--- src/sv/btn_rpt_pkg.sv ---
// shared constants, types and helpers for the button auto-repeat block
`default_nettype none

package btn_rpt_pkg;

  // accumulator width and register width
  localparam int TIME_BITS = 16;
  localparam int CFG_BITS  = 16;
  // serial datapath width: wide enough for both the accumulator and the registers
  localparam int CALC_BITS = (TIME_BITS > CFG_BITS) ? TIME_BITS : CFG_BITS;
  localparam int CNT_BITS  = $clog2(CALC_BITS + 1);

  localparam int ACT_BITS     = 3;
  localparam int CFG_IDX_BITS = 2;

  typedef logic [TIME_BITS-1:0]    time_t;
  typedef logic [CFG_BITS-1:0]     cfg_word_t;
  typedef logic [CALC_BITS-1:0]    calc_t;
  typedef logic [CNT_BITS-1:0]     cnt_t;
  typedef logic [ACT_BITS-1:0]     action_t;
  typedef logic [CFG_IDX_BITS-1:0] cfg_idx_t;

  // event codes
  localparam action_t ACT_PRESS       = 3'd0;
  localparam action_t ACT_RELEASE     = 3'd1;
  localparam action_t ACT_RELEASE_OUT = 3'd2;
  localparam action_t ACT_CLICK       = 3'd3;
  localparam action_t ACT_TICK        = 3'd4;

  // register indexes
  localparam cfg_idx_t REG_DELAY    = 2'd0;
  localparam cfg_idx_t REG_INTERVAL = 2'd1;
  localparam cfg_idx_t REG_CALLBACK = 2'd2;

  localparam time_t ACC_MAX = '1;

  // status of the serial add/subtract unit
  typedef struct packed {
    logic done;
    logic below;
  } alu_stat_t;

  // fit a register-width value into the accumulator width
  function automatic time_t fit_time(input cfg_word_t v);
    calc_t w;
    w = calc_t'(v);
    return w[TIME_BITS-1:0];
  endfunction

endpackage

`default_nettype wire

--- src/sv/btn_rpt_if.sv ---
// handshake channels of the button auto-repeat block
`default_nettype none

interface btn_rpt_evt_if;
  logic                     valid;
  logic                     ready;
  btn_rpt_pkg::action_t     action;
  btn_rpt_pkg::cfg_word_t   tick_ms;
  logic                     pointer_inside;

  modport source (output valid, output action, output tick_ms,
                  output pointer_inside, input ready);
  modport sink (input valid, input action, input tick_ms,
                input pointer_inside, output ready);
endinterface

interface btn_rpt_res_if;
  logic valid;
  logic ready;
  logic click_fire;
  logic repaint;

  modport source (output valid, output click_fire, output repaint, input ready);
  modport sink (input valid, input click_fire, input repaint, output ready);
endinterface

interface btn_rpt_cfg_if;
  logic                   valid;
  logic                   ready;
  btn_rpt_pkg::cfg_idx_t  index;
  btn_rpt_pkg::cfg_word_t data;

  modport source (output valid, output index, output data, input ready);
  modport sink (input valid, input index, input data, output ready);
endinterface

`default_nettype wire

--- src/sv/btn_rpt_alu.sv ---
// bit-serial saturating add followed by bit-serial subtract of the threshold
`default_nettype none

module btn_rpt_alu (
  input  logic                   clk,
  input  logic                   rst,
  input  logic                   start,
  input  btn_rpt_pkg::time_t     acc,
  input  btn_rpt_pkg::cfg_word_t ms,
  input  btn_rpt_pkg::cfg_word_t thr,
  output btn_rpt_pkg::alu_stat_t stat,
  output btn_rpt_pkg::time_t     total,
  output btn_rpt_pkg::calc_t     diff
);

  localparam logic [1:0] P_IDLE = 2'd0;
  localparam logic [1:0] P_ADD  = 2'd1;
  localparam logic [1:0] P_LOAD = 2'd2;
  localparam logic [1:0] P_SUB  = 2'd3;

  localparam int CB = btn_rpt_pkg::CALC_BITS;
  localparam int TB = btn_rpt_pkg::TIME_BITS;
  localparam int NB = btn_rpt_pkg::CNT_BITS;

  logic [1:0]              phase;
  btn_rpt_pkg::cnt_t       cnt;
  btn_rpt_pkg::calc_t      a_sr;
  btn_rpt_pkg::calc_t      b_sr;
  btn_rpt_pkg::calc_t      r_sr;
  logic                    cy;
  logic                    ovf;
  logic                    last;
  logic                    a0;
  logic                    b0;
  logic                    s_add;
  logic                    c_add;
  logic                    s_sub;
  logic                    c_sub;
  btn_rpt_pkg::time_t      sat_total;

  assign a0    = a_sr[0];
  assign b0    = b_sr[0];
  assign s_add = a0 ^ b0 ^ cy;
  assign c_add = (a0 & b0) | (cy & (a0 ^ b0));
  assign s_sub = a0 ^ b0 ^ cy;
  assign c_sub = (~a0 & b0) | (~(a0 ^ b0) & cy);
  assign last  = (cnt == NB'(CB - 1));

  // carry out or any bit above the accumulator width means saturate
  assign sat_total = (cy || ovf) ? btn_rpt_pkg::ACC_MAX : r_sr[TB-1:0];

  assign diff = r_sr;

  always_ff @(posedge clk) begin
    if (rst) begin
      phase      <= P_IDLE;
      stat.done  <= 1'b0;
      stat.below <= 1'b0;
    end else begin
      stat.done <= 1'b0;
      unique case (phase)
        P_IDLE: begin
          if (start) begin
            a_sr  <= CB'(acc);
            b_sr  <= CB'(ms);
            cy    <= 1'b0;
            ovf   <= 1'b0;
            cnt   <= '0;
            phase <= P_ADD;
          end
        end
        P_ADD: begin
          a_sr <= {1'b0, a_sr[CB-1:1]};
          b_sr <= {1'b0, b_sr[CB-1:1]};
          r_sr <= {s_add, r_sr[CB-1:1]};
          cy   <= c_add;
          if (s_add && (cnt >= NB'(TB))) begin
            ovf <= 1'b1;
          end
          cnt <= cnt + 1'b1;
          if (last) begin
            phase <= P_LOAD;
          end
        end
        P_LOAD: begin
          total <= sat_total;
          a_sr  <= CB'(sat_total);
          b_sr  <= CB'(thr);
          cy    <= 1'b0;
          cnt   <= '0;
          phase <= P_SUB;
        end
        P_SUB: begin
          a_sr <= {1'b0, a_sr[CB-1:1]};
          b_sr <= {1'b0, b_sr[CB-1:1]};
          r_sr <= {s_sub, r_sr[CB-1:1]};
          cy   <= c_sub;
          cnt  <= cnt + 1'b1;
          if (last) begin
            stat.done  <= 1'b1;
            stat.below <= c_sub;
            phase      <= P_IDLE;
          end
        end
        default: begin
          phase <= P_IDLE;
        end
      endcase
    end
  end

endmodule

`default_nettype wire

--- src/sv/btn_rpt_rem.sv ---
// restoring remainder unit, one numerator bit per cycle, msb first
`default_nettype none

module btn_rpt_rem (
  input  logic                   clk,
  input  logic                   rst,
  input  logic                   start,
  input  btn_rpt_pkg::calc_t     num,
  input  btn_rpt_pkg::cfg_word_t den,
  output logic                   done,
  output btn_rpt_pkg::cfg_word_t rem
);

  localparam int CB = btn_rpt_pkg::CALC_BITS;
  localparam int FB = btn_rpt_pkg::CFG_BITS;
  localparam int NB = btn_rpt_pkg::CNT_BITS;

  logic                   busy;
  btn_rpt_pkg::cnt_t      cnt;
  btn_rpt_pkg::calc_t     num_sr;
  logic [FB:0]            trial;
  logic [FB:0]            trial_sub;
  logic                   ge;
  btn_rpt_pkg::cfg_word_t rem_next;

  assign trial     = {rem, num_sr[CB-1]};
  assign trial_sub = trial - {1'b0, den};
  assign ge        = (trial >= {1'b0, den});
  assign rem_next  = ge ? trial_sub[FB-1:0] : trial[FB-1:0];

  always_ff @(posedge clk) begin
    if (rst) begin
      busy <= 1'b0;
      done <= 1'b0;
    end else begin
      done <= 1'b0;
      if (busy) begin
        num_sr <= {num_sr[CB-2:0], 1'b0};
        rem    <= rem_next;
        cnt    <= cnt + 1'b1;
        if (cnt == NB'(CB - 1)) begin
          busy <= 1'b0;
          done <= 1'b1;
        end
      end else if (start) begin
        num_sr <= num;
        rem    <= '0;
        cnt    <= '0;
        busy   <= 1'b1;
      end
    end
  end

endmodule

`default_nettype wire

--- src/sv/button_auto_repeat.sv ---
// top level of the button auto-repeat block: event sequencer, registers, result stage
//
// channels
//   evt : one item per button event (action, tick_ms, pointer_inside)
//   res : exactly one item per event (click_fire, repaint)
//   cfg : register writes, index 0 first-repeat delay, 1 repeat period,
//         2 callback enable; always ready, other indexes are ignored
// throughput and sequence
//   one event is worked on at a time; evt.ready is high only while the
//   sequencer is idle
//   press, release, click and ticks that do no timing: from idle straight to
//   the done state, which loads the result stage once it is free
//   timing ticks: serial add, load, serial subtract, then the done state;
//   a tick that reaches its threshold also runs the serial remainder
//   before the done state
// reset
//   synchronous, clears registers, timing state and the result stage
// receiver stall
//   the result stage holds its item; the next event is still accepted and
//   worked on, and waits for the result stage to empty before finishing
//   cfg writes are expected only while no event is in flight
`default_nettype none

module button_auto_repeat (
  input  logic                 clk,
  input  logic                 rst,
  btn_rpt_evt_if.sink          evt,
  btn_rpt_res_if.source        res,
  btn_rpt_cfg_if.sink          cfg
);

  // sequencer states
  localparam logic [1:0] S_IDLE = 2'd0;
  localparam logic [1:0] S_ALU  = 2'd1;
  localparam logic [1:0] S_REM  = 2'd2;
  localparam logic [1:0] S_DONE = 2'd3;

  // configuration registers
  btn_rpt_pkg::cfg_word_t delay_ms;
  btn_rpt_pkg::cfg_word_t period_ms;
  logic                   callback_enabled;

  // timing state
  btn_rpt_pkg::time_t time_accumulated;
  logic               repeating;
  logic               repeat_happened;
  logic               held_down;

  logic [1:0] state;
  logic       res_fire;
  logic       res_paint;

  // result stage
  logic out_valid;
  logic out_click;
  logic out_paint;
  logic out_free;

  logic                   evt_accept;
  logic                   repeat_off;
  logic                   alu_start;
  logic                   rem_start;
  btn_rpt_pkg::cfg_word_t thr;
  btn_rpt_pkg::alu_stat_t alu_stat;
  btn_rpt_pkg::time_t     alu_total;
  btn_rpt_pkg::calc_t     alu_diff;
  logic                   rem_done;
  btn_rpt_pkg::cfg_word_t rem_val;

  assign evt.ready      = (state == S_IDLE);
  assign cfg.ready      = 1'b1;
  assign res.valid      = out_valid;
  assign res.click_fire = out_click;
  assign res.repaint    = out_paint;

  assign evt_accept = evt.valid && evt.ready;
  assign out_free   = !out_valid || res.ready;
  assign repeat_off = (delay_ms == '0) || (period_ms == '0);

  // first threshold is the delay, later ones the period
  assign thr = repeating ? period_ms : delay_ms;

  // timing work only for a tick with repeat on and the pointer over the button
  assign alu_start = evt_accept && (evt.action == btn_rpt_pkg::ACT_TICK) &&
                     !repeat_off && evt.pointer_inside;
  assign rem_start = (state == S_ALU) && alu_stat.done && !alu_stat.below;

  btn_rpt_alu u_alu (
    .clk   (clk),
    .rst   (rst),
    .start (alu_start),
    .acc   (time_accumulated),
    .ms    (evt.tick_ms),
    .thr   (thr),
    .stat  (alu_stat),
    .total (alu_total),
    .diff  (alu_diff)
  );

  // remainder of the overshoot modulo the period
  btn_rpt_rem u_rem (
    .clk   (clk),
    .rst   (rst),
    .start (rem_start),
    .num   (alu_diff),
    .den   (period_ms),
    .done  (rem_done),
    .rem   (rem_val)
  );

  always_ff @(posedge clk) begin
    if (rst) begin
      delay_ms         <= '0;
      period_ms        <= '0;
      callback_enabled <= 1'b0;
      time_accumulated <= '0;
      repeating        <= 1'b0;
      repeat_happened  <= 1'b0;
      held_down        <= 1'b0;
      state            <= S_IDLE;
      res_fire         <= 1'b0;
      res_paint        <= 1'b0;
      out_valid        <= 1'b0;
    end else begin
      if (res.valid && res.ready) begin
        out_valid <= 1'b0;
      end

      // register writes; a timing register write restarts the timing
      if (cfg.valid && cfg.ready) begin
        unique case (cfg.index)
          btn_rpt_pkg::REG_DELAY: begin
            delay_ms         <= cfg.data;
            time_accumulated <= '0;
            repeating        <= 1'b0;
            if (!held_down) begin
              repeat_happened <= 1'b0;
            end
          end
          btn_rpt_pkg::REG_INTERVAL: begin
            period_ms        <= cfg.data;
            time_accumulated <= '0;
            repeating        <= 1'b0;
            if (!held_down) begin
              repeat_happened <= 1'b0;
            end
          end
          btn_rpt_pkg::REG_CALLBACK: begin
            callback_enabled <= cfg.data[0];
          end
          default: begin
          end
        endcase
      end

      unique case (state)
        S_IDLE: begin
          if (evt_accept) begin
            res_fire  <= 1'b0;
            res_paint <= 1'b0;
            state     <= S_DONE;
            unique case (evt.action)
              btn_rpt_pkg::ACT_PRESS: begin
                time_accumulated <= '0;
                repeating        <= 1'b0;
                repeat_happened  <= 1'b0;
                held_down        <= 1'b1;
                res_paint        <= 1'b1;
              end
              btn_rpt_pkg::ACT_RELEASE: begin
                // repeat_happened kept so the following click is suppressed
                time_accumulated <= '0;
                repeating        <= 1'b0;
                held_down        <= 1'b0;
                res_paint        <= 1'b1;
              end
              btn_rpt_pkg::ACT_RELEASE_OUT: begin
                time_accumulated <= '0;
                repeating        <= 1'b0;
                repeat_happened  <= 1'b0;
                held_down        <= 1'b0;
                res_paint        <= 1'b1;
              end
              btn_rpt_pkg::ACT_CLICK: begin
                res_fire        <= !repeat_happened && callback_enabled;
                repeat_happened <= 1'b0;
              end
              btn_rpt_pkg::ACT_TICK: begin
                if (!repeat_off) begin
                  if (evt.pointer_inside) begin
                    state <= S_ALU;
                  end else begin
                    // dragged off the button
                    time_accumulated <= '0;
                    repeating        <= 1'b0;
                  end
                end
              end
              default: begin
              end
            endcase
          end
        end
        S_ALU: begin
          if (alu_stat.done) begin
            if (alu_stat.below) begin
              time_accumulated <= alu_total;
              state            <= S_DONE;
            end else begin
              state <= S_REM;
            end
          end
        end
        S_REM: begin
          if (rem_done) begin
            time_accumulated <= btn_rpt_pkg::fit_time(rem_val);
            repeating        <= 1'b1;
            repeat_happened  <= 1'b1;
            res_fire         <= callback_enabled;
            state            <= S_DONE;
          end
        end
        S_DONE: begin
          // wait for the result stage to empty
          if (out_free) begin
            out_valid <= 1'b1;
            out_click <= res_fire;
            out_paint <= res_paint;
            state     <= S_IDLE;
          end
        end
        default: begin
          state <= S_IDLE;
        end
      endcase
    end
  end

endmodule

`default_nettype wire

--- src/flat_wrapper.sv ---
// flat-port wrapper written by rule: the top's interface ports become plain ports
module button_auto_repeat_flat 
  (clk, rst, evt_valid, evt_action, evt_tick_ms, evt_pointer_inside, evt_ready, res_valid, res_click_fire, res_repaint, res_ready, cfg_valid, cfg_index, cfg_data, cfg_ready);
  btn_rpt_evt_if evt_i ();
  btn_rpt_res_if res_i ();
  btn_rpt_cfg_if cfg_i ();
  input  logic clk;
  input  logic rst;
  input wire logic [$bits(evt_i.valid)-1:0] evt_valid;
  input wire logic [$bits(evt_i.action)-1:0] evt_action;
  input wire logic [$bits(evt_i.tick_ms)-1:0] evt_tick_ms;
  input wire logic [$bits(evt_i.pointer_inside)-1:0] evt_pointer_inside;
  output wire logic [$bits(evt_i.ready)-1:0] evt_ready;
  output wire logic [$bits(res_i.valid)-1:0] res_valid;
  output wire logic [$bits(res_i.click_fire)-1:0] res_click_fire;
  output wire logic [$bits(res_i.repaint)-1:0] res_repaint;
  input wire logic [$bits(res_i.ready)-1:0] res_ready;
  input wire logic [$bits(cfg_i.valid)-1:0] cfg_valid;
  input wire logic [$bits(cfg_i.index)-1:0] cfg_index;
  input wire logic [$bits(cfg_i.data)-1:0] cfg_data;
  output wire logic [$bits(cfg_i.ready)-1:0] cfg_ready;
  assign evt_i.valid = evt_valid;
  assign evt_i.action = evt_action;
  assign evt_i.tick_ms = evt_tick_ms;
  assign evt_i.pointer_inside = evt_pointer_inside;
  assign evt_ready = evt_i.ready;
  assign res_valid = res_i.valid;
  assign res_click_fire = res_i.click_fire;
  assign res_repaint = res_i.repaint;
  assign res_i.ready = res_ready;
  assign cfg_i.valid = cfg_valid;
  assign cfg_i.index = cfg_index;
  assign cfg_i.data = cfg_data;
  assign cfg_ready = cfg_i.ready;
  button_auto_repeat u_core (.clk(clk), .rst(rst), .evt(evt_i), .res(res_i), .cfg(cfg_i));
endmodule
--- config.mk ---
export PLATFORM = sky130hd
export DESIGN_NAME = button_auto_repeat_flat
export DESIGN_NICKNAME = d
export VERILOG_FILES = /design/src/sv/btn_rpt_pkg.sv /design/src/sv/btn_rpt_if.sv /design/src/sv/btn_rpt_alu.sv /design/src/sv/btn_rpt_rem.sv /design/src/sv/button_auto_repeat.sv /design/src/flat_wrapper.sv
export SDC_FILE = /design/constraint.sdc
export NUM_CORES = 1
export LEC_CHECK = 0
export BUFFER_PORTS_ARGS = -buffer_cell sky130_fd_sc_hd__buf_2
export CORE_MARGIN = 5
export CORE_UTILIZATION = 60
export CTS_BUF_LIST = sky130_fd_sc_hd__clkbuf_8 sky130_fd_sc_hd__clkbuf_16
export CTS_CLUSTER_DIAMETER = 80
export DETAILED_ROUTE_END_ITERATION = 7
export GPL_ROUTABILITY_DRIVEN = 1
export GPL_TIMING_DRIVEN = 0
export MAX_ROUTING_LAYER = met4
export PLACE_DENSITY_LB_ADDON = 0.25
export RECOVER_POWER = 50
export SLEW_MARGIN = 5
export SYNTH_ARGS = -nofsm -noshare
export SYNTH_HDL_FRONTEND = slang
export SYNTH_SLANG_ARGS = --single-unit
--- constraint.sdc ---
create_clock -name clk -period 7 [get_ports clk]
set_input_delay 0.7 -clock clk [delete_from_list [all_inputs] [get_ports clk]]
set_output_delay 0.7 -clock clk [all_outputs]
set_load 0.01 [all_outputs]
==> results of run 1 <==
==> worst max-delay path: stages, from the launching register on <==
cell and delay (ns):
dfxtp_1 0.51, clkbuf_1 0.45, inv_1 0.16, ha_1 0.23
inv_1 0.09, a41oi_1 0.08, nor2_1 0.96, buf_12 0.29
and2_1 0.16
==> routing by layer <==
| layer | up-vias | routed length (um) |
|---|---|---|
| met3 | 39 | 1370 |
| met1 | 3435 | 9540 |
| met2 | 246 | 10300 |
| met4 | 0 | 456 |
| li1 | 3367 | - |
| met5 | - | 0 |
==> cell usage in the layout (no fill, tap or decap), types with 16 or more instances in the layout <==
cell type and n:
mux2_2 30, nand3_1 16, dfxtp_1 63, clkbuf_16 17, a221oi_1 19, a211o_1 18
a21oi_1 77, nor2_1 33, inv_1 49, clkbuf_1 53, a32oi_1 16, o21ai_0 42
edfxtp_1 110, buf_2 43, nand2_1 134, ha_1 31, or3_1 19, a22oi_1 16
==> logic make-up (layout without fill, tap and decap cells) <==
group	Yosys count	in the layout	synth area share
compound gates	259	259	0.201
buf+inv	107	186	0.0485
other cells	1	1	0.000423
mux	35	35	0.0439
flops	173	173	0.515
fa+ha+maj	34	34	0.0505
xor+xnor	11	11	0.0109
simple gates	253	253	0.130
==> worst paths after layout <==
| path | to | depth (start not counted) | slack (ns) |
|---|---|---|---|
| setup / recovery | u_core.u_alu.ovf | 8 | 3.78 |
| hold / removal | u_core.res.repaint | 0 | 0.45 |
| setup reg to reg | u_core.u_alu.ovf | 8 | 3.78 |
| hold reg to reg | u_core.res.repaint | 0 | 0.45 |
==> flip-flops by register name, summed over array words and instances, names as in the netlist, 16 cells and up <==
| register | flops |
|---|---|
| u_core.period_ms | 16 |
| u_core.u_alu.a_sr | 16 |
| u_core.time_accumulated | 16 |
| u_core.u_alu.b_sr | 16 |
| u_core.u_alu.diff | 16 |
| u_core.u_rem.num_sr | 16 |
| u_core.delay_ms | 16 |
| u_core.u_alu.total | 16 |
| u_core.u_rem.rem | 16 |
==> power by group <==
group	leakage (nW)	total (mW)	internal (mW)	switching, mW
Sequential	1.52	1.25	1.20	0.0511
Combinational	1.63	0.607	0.190	0.417
Clock	0.293	0.967	0.538	0.429
==> layout make-up <==
class,instances,area [um2],share of cell area
sequential,173,4560,0.459
multi-input combinational,593,3860,0.388
clock buffer,17,425,0.0428
timing repair buffer,47,260,0.0262
buffer,58,243,0.0244
tap,184,230,0.0232
inverter,49,184,0.0185
clock inverter,15,179,0.0180
==> metrics by stage <==
| step | setup slack (ns) | area (um2) | utilization | hold slack [ns] |
|---|---|---|---|---|
| floorplan | 3.50 | 8870 | - | 0.402 |
| global route | 3.54 | 9940 | 0.684 | 0.448 |
| global placement | 2.32 | 9320 | 0.641 | 0.417 |
| finish | 3.78 | 9940 | 0.684 | 0.449 |
| detailed placement | 3.76 | 9380 | 0.645 | 0.436 |
| CTS | 3.73 | 9980 | 0.687 | 0.448 |
==> impl_metrics.tcl, run 1 <==
set metrics [dict create \
    required_ns 7.15 \
    coreArea_um2 14500 \
    yosysWarnings 0 \
    wl_per_cell_um 19.1 \
    nNetsFinal 1016 \
    dp_hpwl_um 15800 \
    total_power_mw 2.82 \
    root_buffer "clkbuf_16" \
    busiest_layer "met2" \
    numClockSinks 173 \
    use_met2 0.406 \
    yosysTopAreaCellShare 0.373 \
    num_vias 7087 \
    cts_hold_buf 0 \
    synth_flop_cell "edfxtp_1" \
    floorplan.die_area_um2 17300 \
    cap_violations 0 \
    n_fill_cell 1124 \
    crit_path_max_fanout 28 \
    grt_usage 0.258 \
    vdd_drop_max_uv 193 \
    rows 44 \
    cts_resized 0 \
    io_pins 48 \
    cts_tree "yes" \
    dieHeight_um 132 \
    yosysSeqAreaShare 0.515 \
    place.gp.congestion 0.933 \
    hold_start "u_core.res_paint" \
    grt_start_max_net_pins 29 \
    grt_pass1_wl_um 35200 \
    async_flop_share 0 \
    end_kind "flop" \
    synth.cell_area_um2 8870 \
    power.density_nw_per_um2 284 \
    cp-startpoint "u_core.u_alu.phase[0]" \
    drt-pass1-iter-count 5 \
    holdCritPathClass "flop to flop" \
    synth_top_cell_by_area "edfxtp_1" \
    vias_per_cell 6.24 \
    startpoint_type "flop" \
    fin_cells 1136 \
    slew_headroom 0.129 \
    worstSetupPathType "flop to flop" \
    synth_edf_count 110 \
    clk_latency_ns 0.43 \
    worstPathArrival_ns 3.38 \
    final-hold-violation-count 0 \
    syn_nets 950 \
    r2r_start "u_core.u_alu.phase[0]" \
    fin_crit_ns 3.22 \
    numCtsBuffers 17 \
    dp.cells 1104 \
    max-clock-path-buffers 2 \
    clkSlewWorstSetupHoldPaths_ns 0.07 \
    leakage_nw 3.45 \
    antenna_cells 0 \
    yosys-top-cells-area "edfxtp_1, dfxtp_1, nand2_1" \
    wl_um 21700 \
    setup_viol 0 \
    syn_inst 873 \
    ys_top_cells_by_count "nand2_1, edfxtp_1, a21oi_1" \
    met3_usage 0.0470 \
    detail-route-antenna-nets 0 \
    outcome "complete, no violations" \
    initial_utilization 0.610 \
    tightest_slew_ns 1.31 \
    ys_ff_latch 173 \
    port-buffer-count 45 \
    grt_overflow_total 0 \
    synth.most_common_cell "nand2_1" \
    fmax_ghz 0.310 \
    area_growth_pct 12.2 \
    synth_cell_types 67 \
    syn_area_per_cell_um2 10.2 \
    htree_levels 4 \
    finalCritPeriodShare 0.461 \
    antenna_found_initial 0 \
    finClkSkew_ns 0.00769 \
    drc_errors 0 \
    post_cts_buffers 0 \
    slew_viol_final 0 \
    rsz0062_at_grt "no" \
    drtIter0Drc 780 \
    grt_pass1_vias 6869 \
    fin_setup_tns_ns 0 \
    drive_gt1_frac 0.136 \
    die_x_um 132 \
    gr-usage-met1 0.339 \
]
(Power assumes the default switching activity.)
==> inputs of run 2 (changes only) <==
Settings changed: ABC_AREA from default to 1, CORE_UTILIZATION 60 to 56.
Clock period 7 ns to 2.65 ns, I/O delays scaled along.
==> run 2 against run 1 <==
Wire length up 7.3%. Clock skew grew 0.00077 ns. Highest routed layer unchanged. Critical endpoint is now u_core.u_alu.b_sr[10]. Register-to-register slack lost 3.6 ns. Synthesized cell count rose by 32%. Critical path type unchanged. Largest power group unchanged. Die area up 11%. Synthesized area increased by 4.4%. Sequential cell count did not move. Global-route usage down 0.93 points. Via count rose by 12%. Core utilization is 5.2 points lower.
==> impl_metrics.tcl, run 2 <==
set metrics [dict create \
    outcome "complete, no violations" \
    end_kind "flop" \
    worstPathArrival_ns 2.51 \
    grt_pass1_vias 7483 \
    cap_violations 0 \
    numClockSinks 173 \
    num_vias 7917 \
    io_pins 48 \
    wl_um 23300 \
    place.gp.congestion 0.954 \
    finClkSkew_ns 0.00846 \
    grt_start_max_net_pins 39 \
    clkSlewWorstSetupHoldPaths_ns 0.07 \
    clk_latency_ns 0.43 \
    cts_tree "yes" \
    drt-met1-wl_um 10400 \
    grt_overflow_total 0 \
    dieHeight_um 139 \
    power.density_nw_per_um2 762 \
    syn_nets 1228 \
    yosysTopAreaCellShare 0.357 \
    fin_setup_tns_ns 0 \
    wl_per_cell_um 16.0 \
    total_power_mw 7.90 \
    multi_input_area_um2 3870 \
    floorplan.die_area_um2 19200 \
    routed.top_layer "met4" \
    crit_path_max_fanout 38 \
    power_frac_seq 0.443 \
    slew_headroom 0.162 \
    p_comb_frac 0.243 \
    htree_levels 4 \
    yosysSeqAreaShare 0.493 \
    synth.most_common_cell "nand2_1" \
    fin_crit_ns 2.45 \
    rows 47 \
    p_int_mw 5.26 \
    power_switching_mw 2.63 \
    port-buffer-count 46 \
    initial_utilization 0.564 \
    syn_area_per_cell_um2 8.04 \
    layout_commonest_cell "nand2_1" \
    drt-pass1-iter-count 5 \
    syn_inst 1151 \
    ys_ff_latch 173 \
    fmax_ghz 0.408 \
    nNetsFinal 1296 \
    grt_usage 0.248 \
    dr_wl_met2_um 10900 \
    seq_area_um2 4570 \
    antenna_found_initial 0 \
    setup_viol 0 \
    coreArea_um2 16400 \
    synth_edf_count 110 \
    drc_errors 0 \
    met3RoutedLength_um 1600 \
    tightest_slew_ns 1.25 \
    synth_flop_cell "edfxtp_1" \
    layout_setup_ws_ns 0.196 \
    yosysWarnings 0 \
    fin_area_um2 10400 \
    rsz0062_at_grt "no" \
    required_ns 2.71 \
    antenna_cells 0 \
    slew_viol_final 0 \
    max-clock-path-buffers 2 \
    vdd_drop_max_uv 624 \
    startpoint_type "flop" \
    root_buffer "clkbuf_16" \
    yosys-top-cells-area "edfxtp_1, dfxtp_1, nand2_1" \
    detail-route-antenna-nets 0 \
    synth.cell_area_um2 9260 \
    mostFrequentLayoutCells "nand2_1, nor2_1, inv_1" \
    drive_gt1_frac 0.104 \
    leakage_nw 4.34 \
    ys_top_cells_by_count "nand2_1, nor2_1, inv_1" \
    die_x_um 139 \
    dp_slack_ns -0.329 \
    swShare 0.333 \
    area_growth_pct 12.0 \
    placed_cell_area_um2 9800 \
    numCtsBuffers 17 \
    holdCritPathClass "input pin to flop" \
    async_flop_share 0 \
    drtIter0Drc 573 \
    dp_hpwl_um 17400 \
    n_fill_cell 1403 \
    synth_top_cell_by_area "edfxtp_1" \
    vias_per_cell 5.45 \
    p_clk_frac 0.313 \
    final-hold-violation-count 0 \
    grt_pass1_wl_um 37300 \
    worstSetupPathType "flop to flop" \
    synth_cell_types 41 \
    finalCritPeriodShare 0.926 \
]
run 2: critical path, cell delays in order (launching register included):
cell     delay, ns
dfxtp_1       0.39
inv_1         0.14
ha_1          0.26
nand2_1       0.11
inv_1         0.09
nand4_1       0.14
nand2_1       0.19
nand2_1       0.11
inv_2         0.65
run 2: routing by layer:
metal,vias up,track usage
met5,-,-
met4,0,0.0712
met3,36,0.0590
met2,241,0.388
met1,3724,0.326
li1,3916,-
run 2: layout make-up:
type / instances / area share
sequential: 173 / 0.440
inverter: 156 / 0.0566
multi-input combinational: 772 / 0.373
clock buffer: 18 / 0.0424
timing repair buffer: 49 / 0.0256
buffer: 50 / 0.0224
tap: 220 / 0.0265
clock inverter: 14 / 0.0129
run 2: path summary, 6_finish.rpt:
| path | from | to | slack [ns] | depth (start not counted) |
|---|---|---|---|---|
| hold / removal | cfg_data[8] | u_core.delay_ms[8] | 0.08 | 3 |
| setup / recovery | u_core.state[0] | u_core.u_alu.b_sr[10] | 0.20 | 8 |
| setup reg to reg | u_core.state[0] | u_core.u_alu.b_sr[10] | 0.20 | 8 |
| hold reg to reg | u_core.res_paint | u_core.res.repaint | 0.43 | 0 |
run 2: per-stage QoR:
stage	hold slack [ns]	util	std cells
final	0.0771	0.632	1452
after global routing	0.0821	0.632	1452
after CTS	0.0652	0.633	1450
after detailed placement	0.421	0.597	1418
after global placement	0.417	0.595	1417
after floorplan	0.400	-	1151
run 2: kinds of logic after synthesis:
logic type               count (synthesis)  synth area share
AND/OR/NAND/NOR                        528             0.243
XOR/XNOR                                 7           0.00662
buffers and inverters                  206            0.0887
AO/OA/AOI/OAI                          202             0.120
flip-flops                             173             0.493
other                                    1          0.000405
adder cells (fa/ha/maj)                 34            0.0484
run 2: timing repair:
action                     4_1_cts  5_1_grt
setup endpoints to repair       59       54
resized for setup                3        5
hold buffers                     0        0
buffers inserted                 0        2
pin swaps                        0        1
hold endpoints to repair         0        0
run 2: power by group through the flow:
stage,registers (mW),clock network [mW],logic [mW]
after floorplan,3.49,0,1.39
after global placement,3.55,0,1.85
after detailed placement,3.55,0,1.90
after CTS,3.50,2.50,1.92
after global routing,3.53,2.63,2.17
final,3.50,2.48,1.92
==> inputs of run 3 (changes only) <==
Settings changed: CORE_UTILIZATION 56 to 60.
Clock period 2.65 ns to 3.04 ns, I/O delays scaled along.
==> run 3 against run 2 <==
Wire length decreased by 2.3%. Maximum frequency decreased by 9.5%. Global-route usage increased by 1.6 points. Largest power group unchanged. Power decreased by 14%. Sequential share of layout area increased by 0.40 points. Combinational power decreased by 15%. Sequential cell count unchanged. Critical path depth increased by 2. Sequential power decreased by 13%. Register-to-register slack improved by 0.13 ns.
==> impl_metrics.tcl, run 3 (synthesis results as in run 2) <==
set metrics [dict create \
    outcome "complete, no violations" \
    root_buffer "clkbuf_16" \
    htree_levels 4 \
    clk_latency_ns 0.44 \
    final-hold-violation-count 0 \
    holdCritPathClass "input pin to flop" \
    grt_overflow_total 0 \
    worstPathArrival_ns 3.01 \
    grt_start_max_net_pins 39 \
    floorplan.die_area_um2 18000 \
    io_pins 48 \
    dp.cells 1386 \
    wl_per_cell_um 16.0 \
    layout_commonest_cell "nand2_1" \
    drt-met1-wl_um 10100 \
    slew_headroom 0.0927 \
    cts_tree "yes" \
    crit_path_max_fanout 10 \
    worstSetupPathType "flop to flop" \
    port-buffer-count 46 \
    routed.top_layer "met4" \
    mostFrequentLayoutCells "nand2_1, nor2_1, inv_1" \
    place.gp.congestion 0.981 \
    initial_utilization 0.611 \
    post_cts_buffers 0 \
    dp_hpwl_um 17000 \
    drc_errors 0 \
    power.density_nw_per_um2 661 \
    leakage_nw 4.31 \
    rsz0062_at_grt "no" \
    finClkSkew_ns 0.00842 \
    rows 45 \
    required_ns 3.34 \
    coreArea_um2 15100 \
    numClockSinks 173 \
    max-clock-path-buffers 2 \
    detail-route-antenna-nets 0 \
    fmax_ghz 0.369 \
    vdd_drop_max_uv 556 \
    finalCritPeriodShare 0.891 \
    drtIter0Drc 625 \
    tightest_slew_ns 1.36 \
    nNetsFinal 1294 \
    dieHeight_um 134 \
    cap_violations 0 \
    antenna_found_initial 0 \
    drive_gt1_frac 0.0976 \
    wl_um 22800 \
    die_x_um 134 \
    fin_cells 1418 \
    clkSlewWorstSetupHoldPaths_ns 0.07 \
    grt_pass1_wl_um 36500 \
    grt_usage 0.264 \
    antenna_cells 0 \
    slew_viol_final 0 \
    grt_pass1_vias 7351 \
    setup_viol 0 \
    vias_per_cell 5.56 \
    area_growth_pct 11.0 \
    num_vias 7881 \
    numCtsBuffers 17 \
    drt-pass1-iter-count 5 \
    fin_crit_ns 2.71 \
    dr_wl_met2_um 10700 \
    startpoint_type "flop" \
    end_kind "flop" \
    holdWs_ns 0.114 \
    met3RoutedLength_um 1490 \
]
[run 3: changes by cell type in the layout (fill, tap and decap cells not counted), moves of 2 or more]
cell,change
buf_6,-2
clkinv_4,-2
clkbuf_1,+3
buf_4,-2
[run 3: per-layer routing]
metal | track usage | up-vias
li1 | - | 3901
met1 | 0.352 | 3663
met2 | 0.418 | 285
met3 | 0.0420 | 32
met4 | 0.0837 | 0
met5 | - | -
[run 3: final timing paths]
kind / to / startpoint / slack [ns] / cells past startpoint
max reg2reg: u_core.u_alu.b_sr[10] / u_core.u_alu.phase[0] / 0.33 / 10
min: u_core.delay_ms[8] / cfg_data[8] / 0.11 / 3
min reg2reg: u_core.res.click_fire / u_core.res_fire / 0.44 / 0
max: u_core.u_alu.b_sr[10] / u_core.u_alu.phase[0] / 0.33 / 10
[run 3: stage by stage]
step / setup TNS [ns] / instance area (um2) / util / power [mW] / worst slack (ns)
after global routing: 0 / 10300 / 0.678 / 7.15 / 0.130
after global placement: -18.63 / 9730 / 0.642 / 4.69 / -0.454
final: 0 / 10300 / 0.678 / 6.79 / 0.330
after CTS: 0 / 10300 / 0.681 / 6.83 / 0.121
after detailed placement: 0 / 9750 / 0.644 / 4.73 / 0.150
after floorplan: 0 / 9260 / - / 4.25 / 0.422
[run 3: timing repair]
action | in CTS | in global routing
setup endpoints to repair | 0 | 8
endpoints found under the hold margin | 0 | 0
gates resized for setup | 0 | 4
hold buffers | 0 | 0
[run 3: power breakdown]
| part | switching, mW | total [mW] | internal, mW |
|---|---|---|---|
| clock network | 0.961 | 2.10 | 1.14 |
| registers | 0.156 | 3.05 | 2.90 |
| logic | 1.13 | 1.63 | 0.503 |
[run 3: layout make-up]
cell class                 count  area [um2]
tap                          188         235
buffer                        50         214
inverter                     156         586
clock buffer                  17         425
sequential                   173        4560
fill                        1241        4870
multi-input combinational    772        3870
timing repair buffer          47         243
clock inverter                15         138
[run 3: worst max-delay path, stage by stage (launching register included)]
cell and delay [ns]:
dfxtp_1 0.50, clkbuf_2 0.33, inv_1 0.12, ha_1 0.21, buf_2 0.19, nor2_1 0.16
clkinv_1 0.31, clkbuf_2 0.34, a21oi_1 0.20, o21ai_0 0.11, nand3_1 0.09
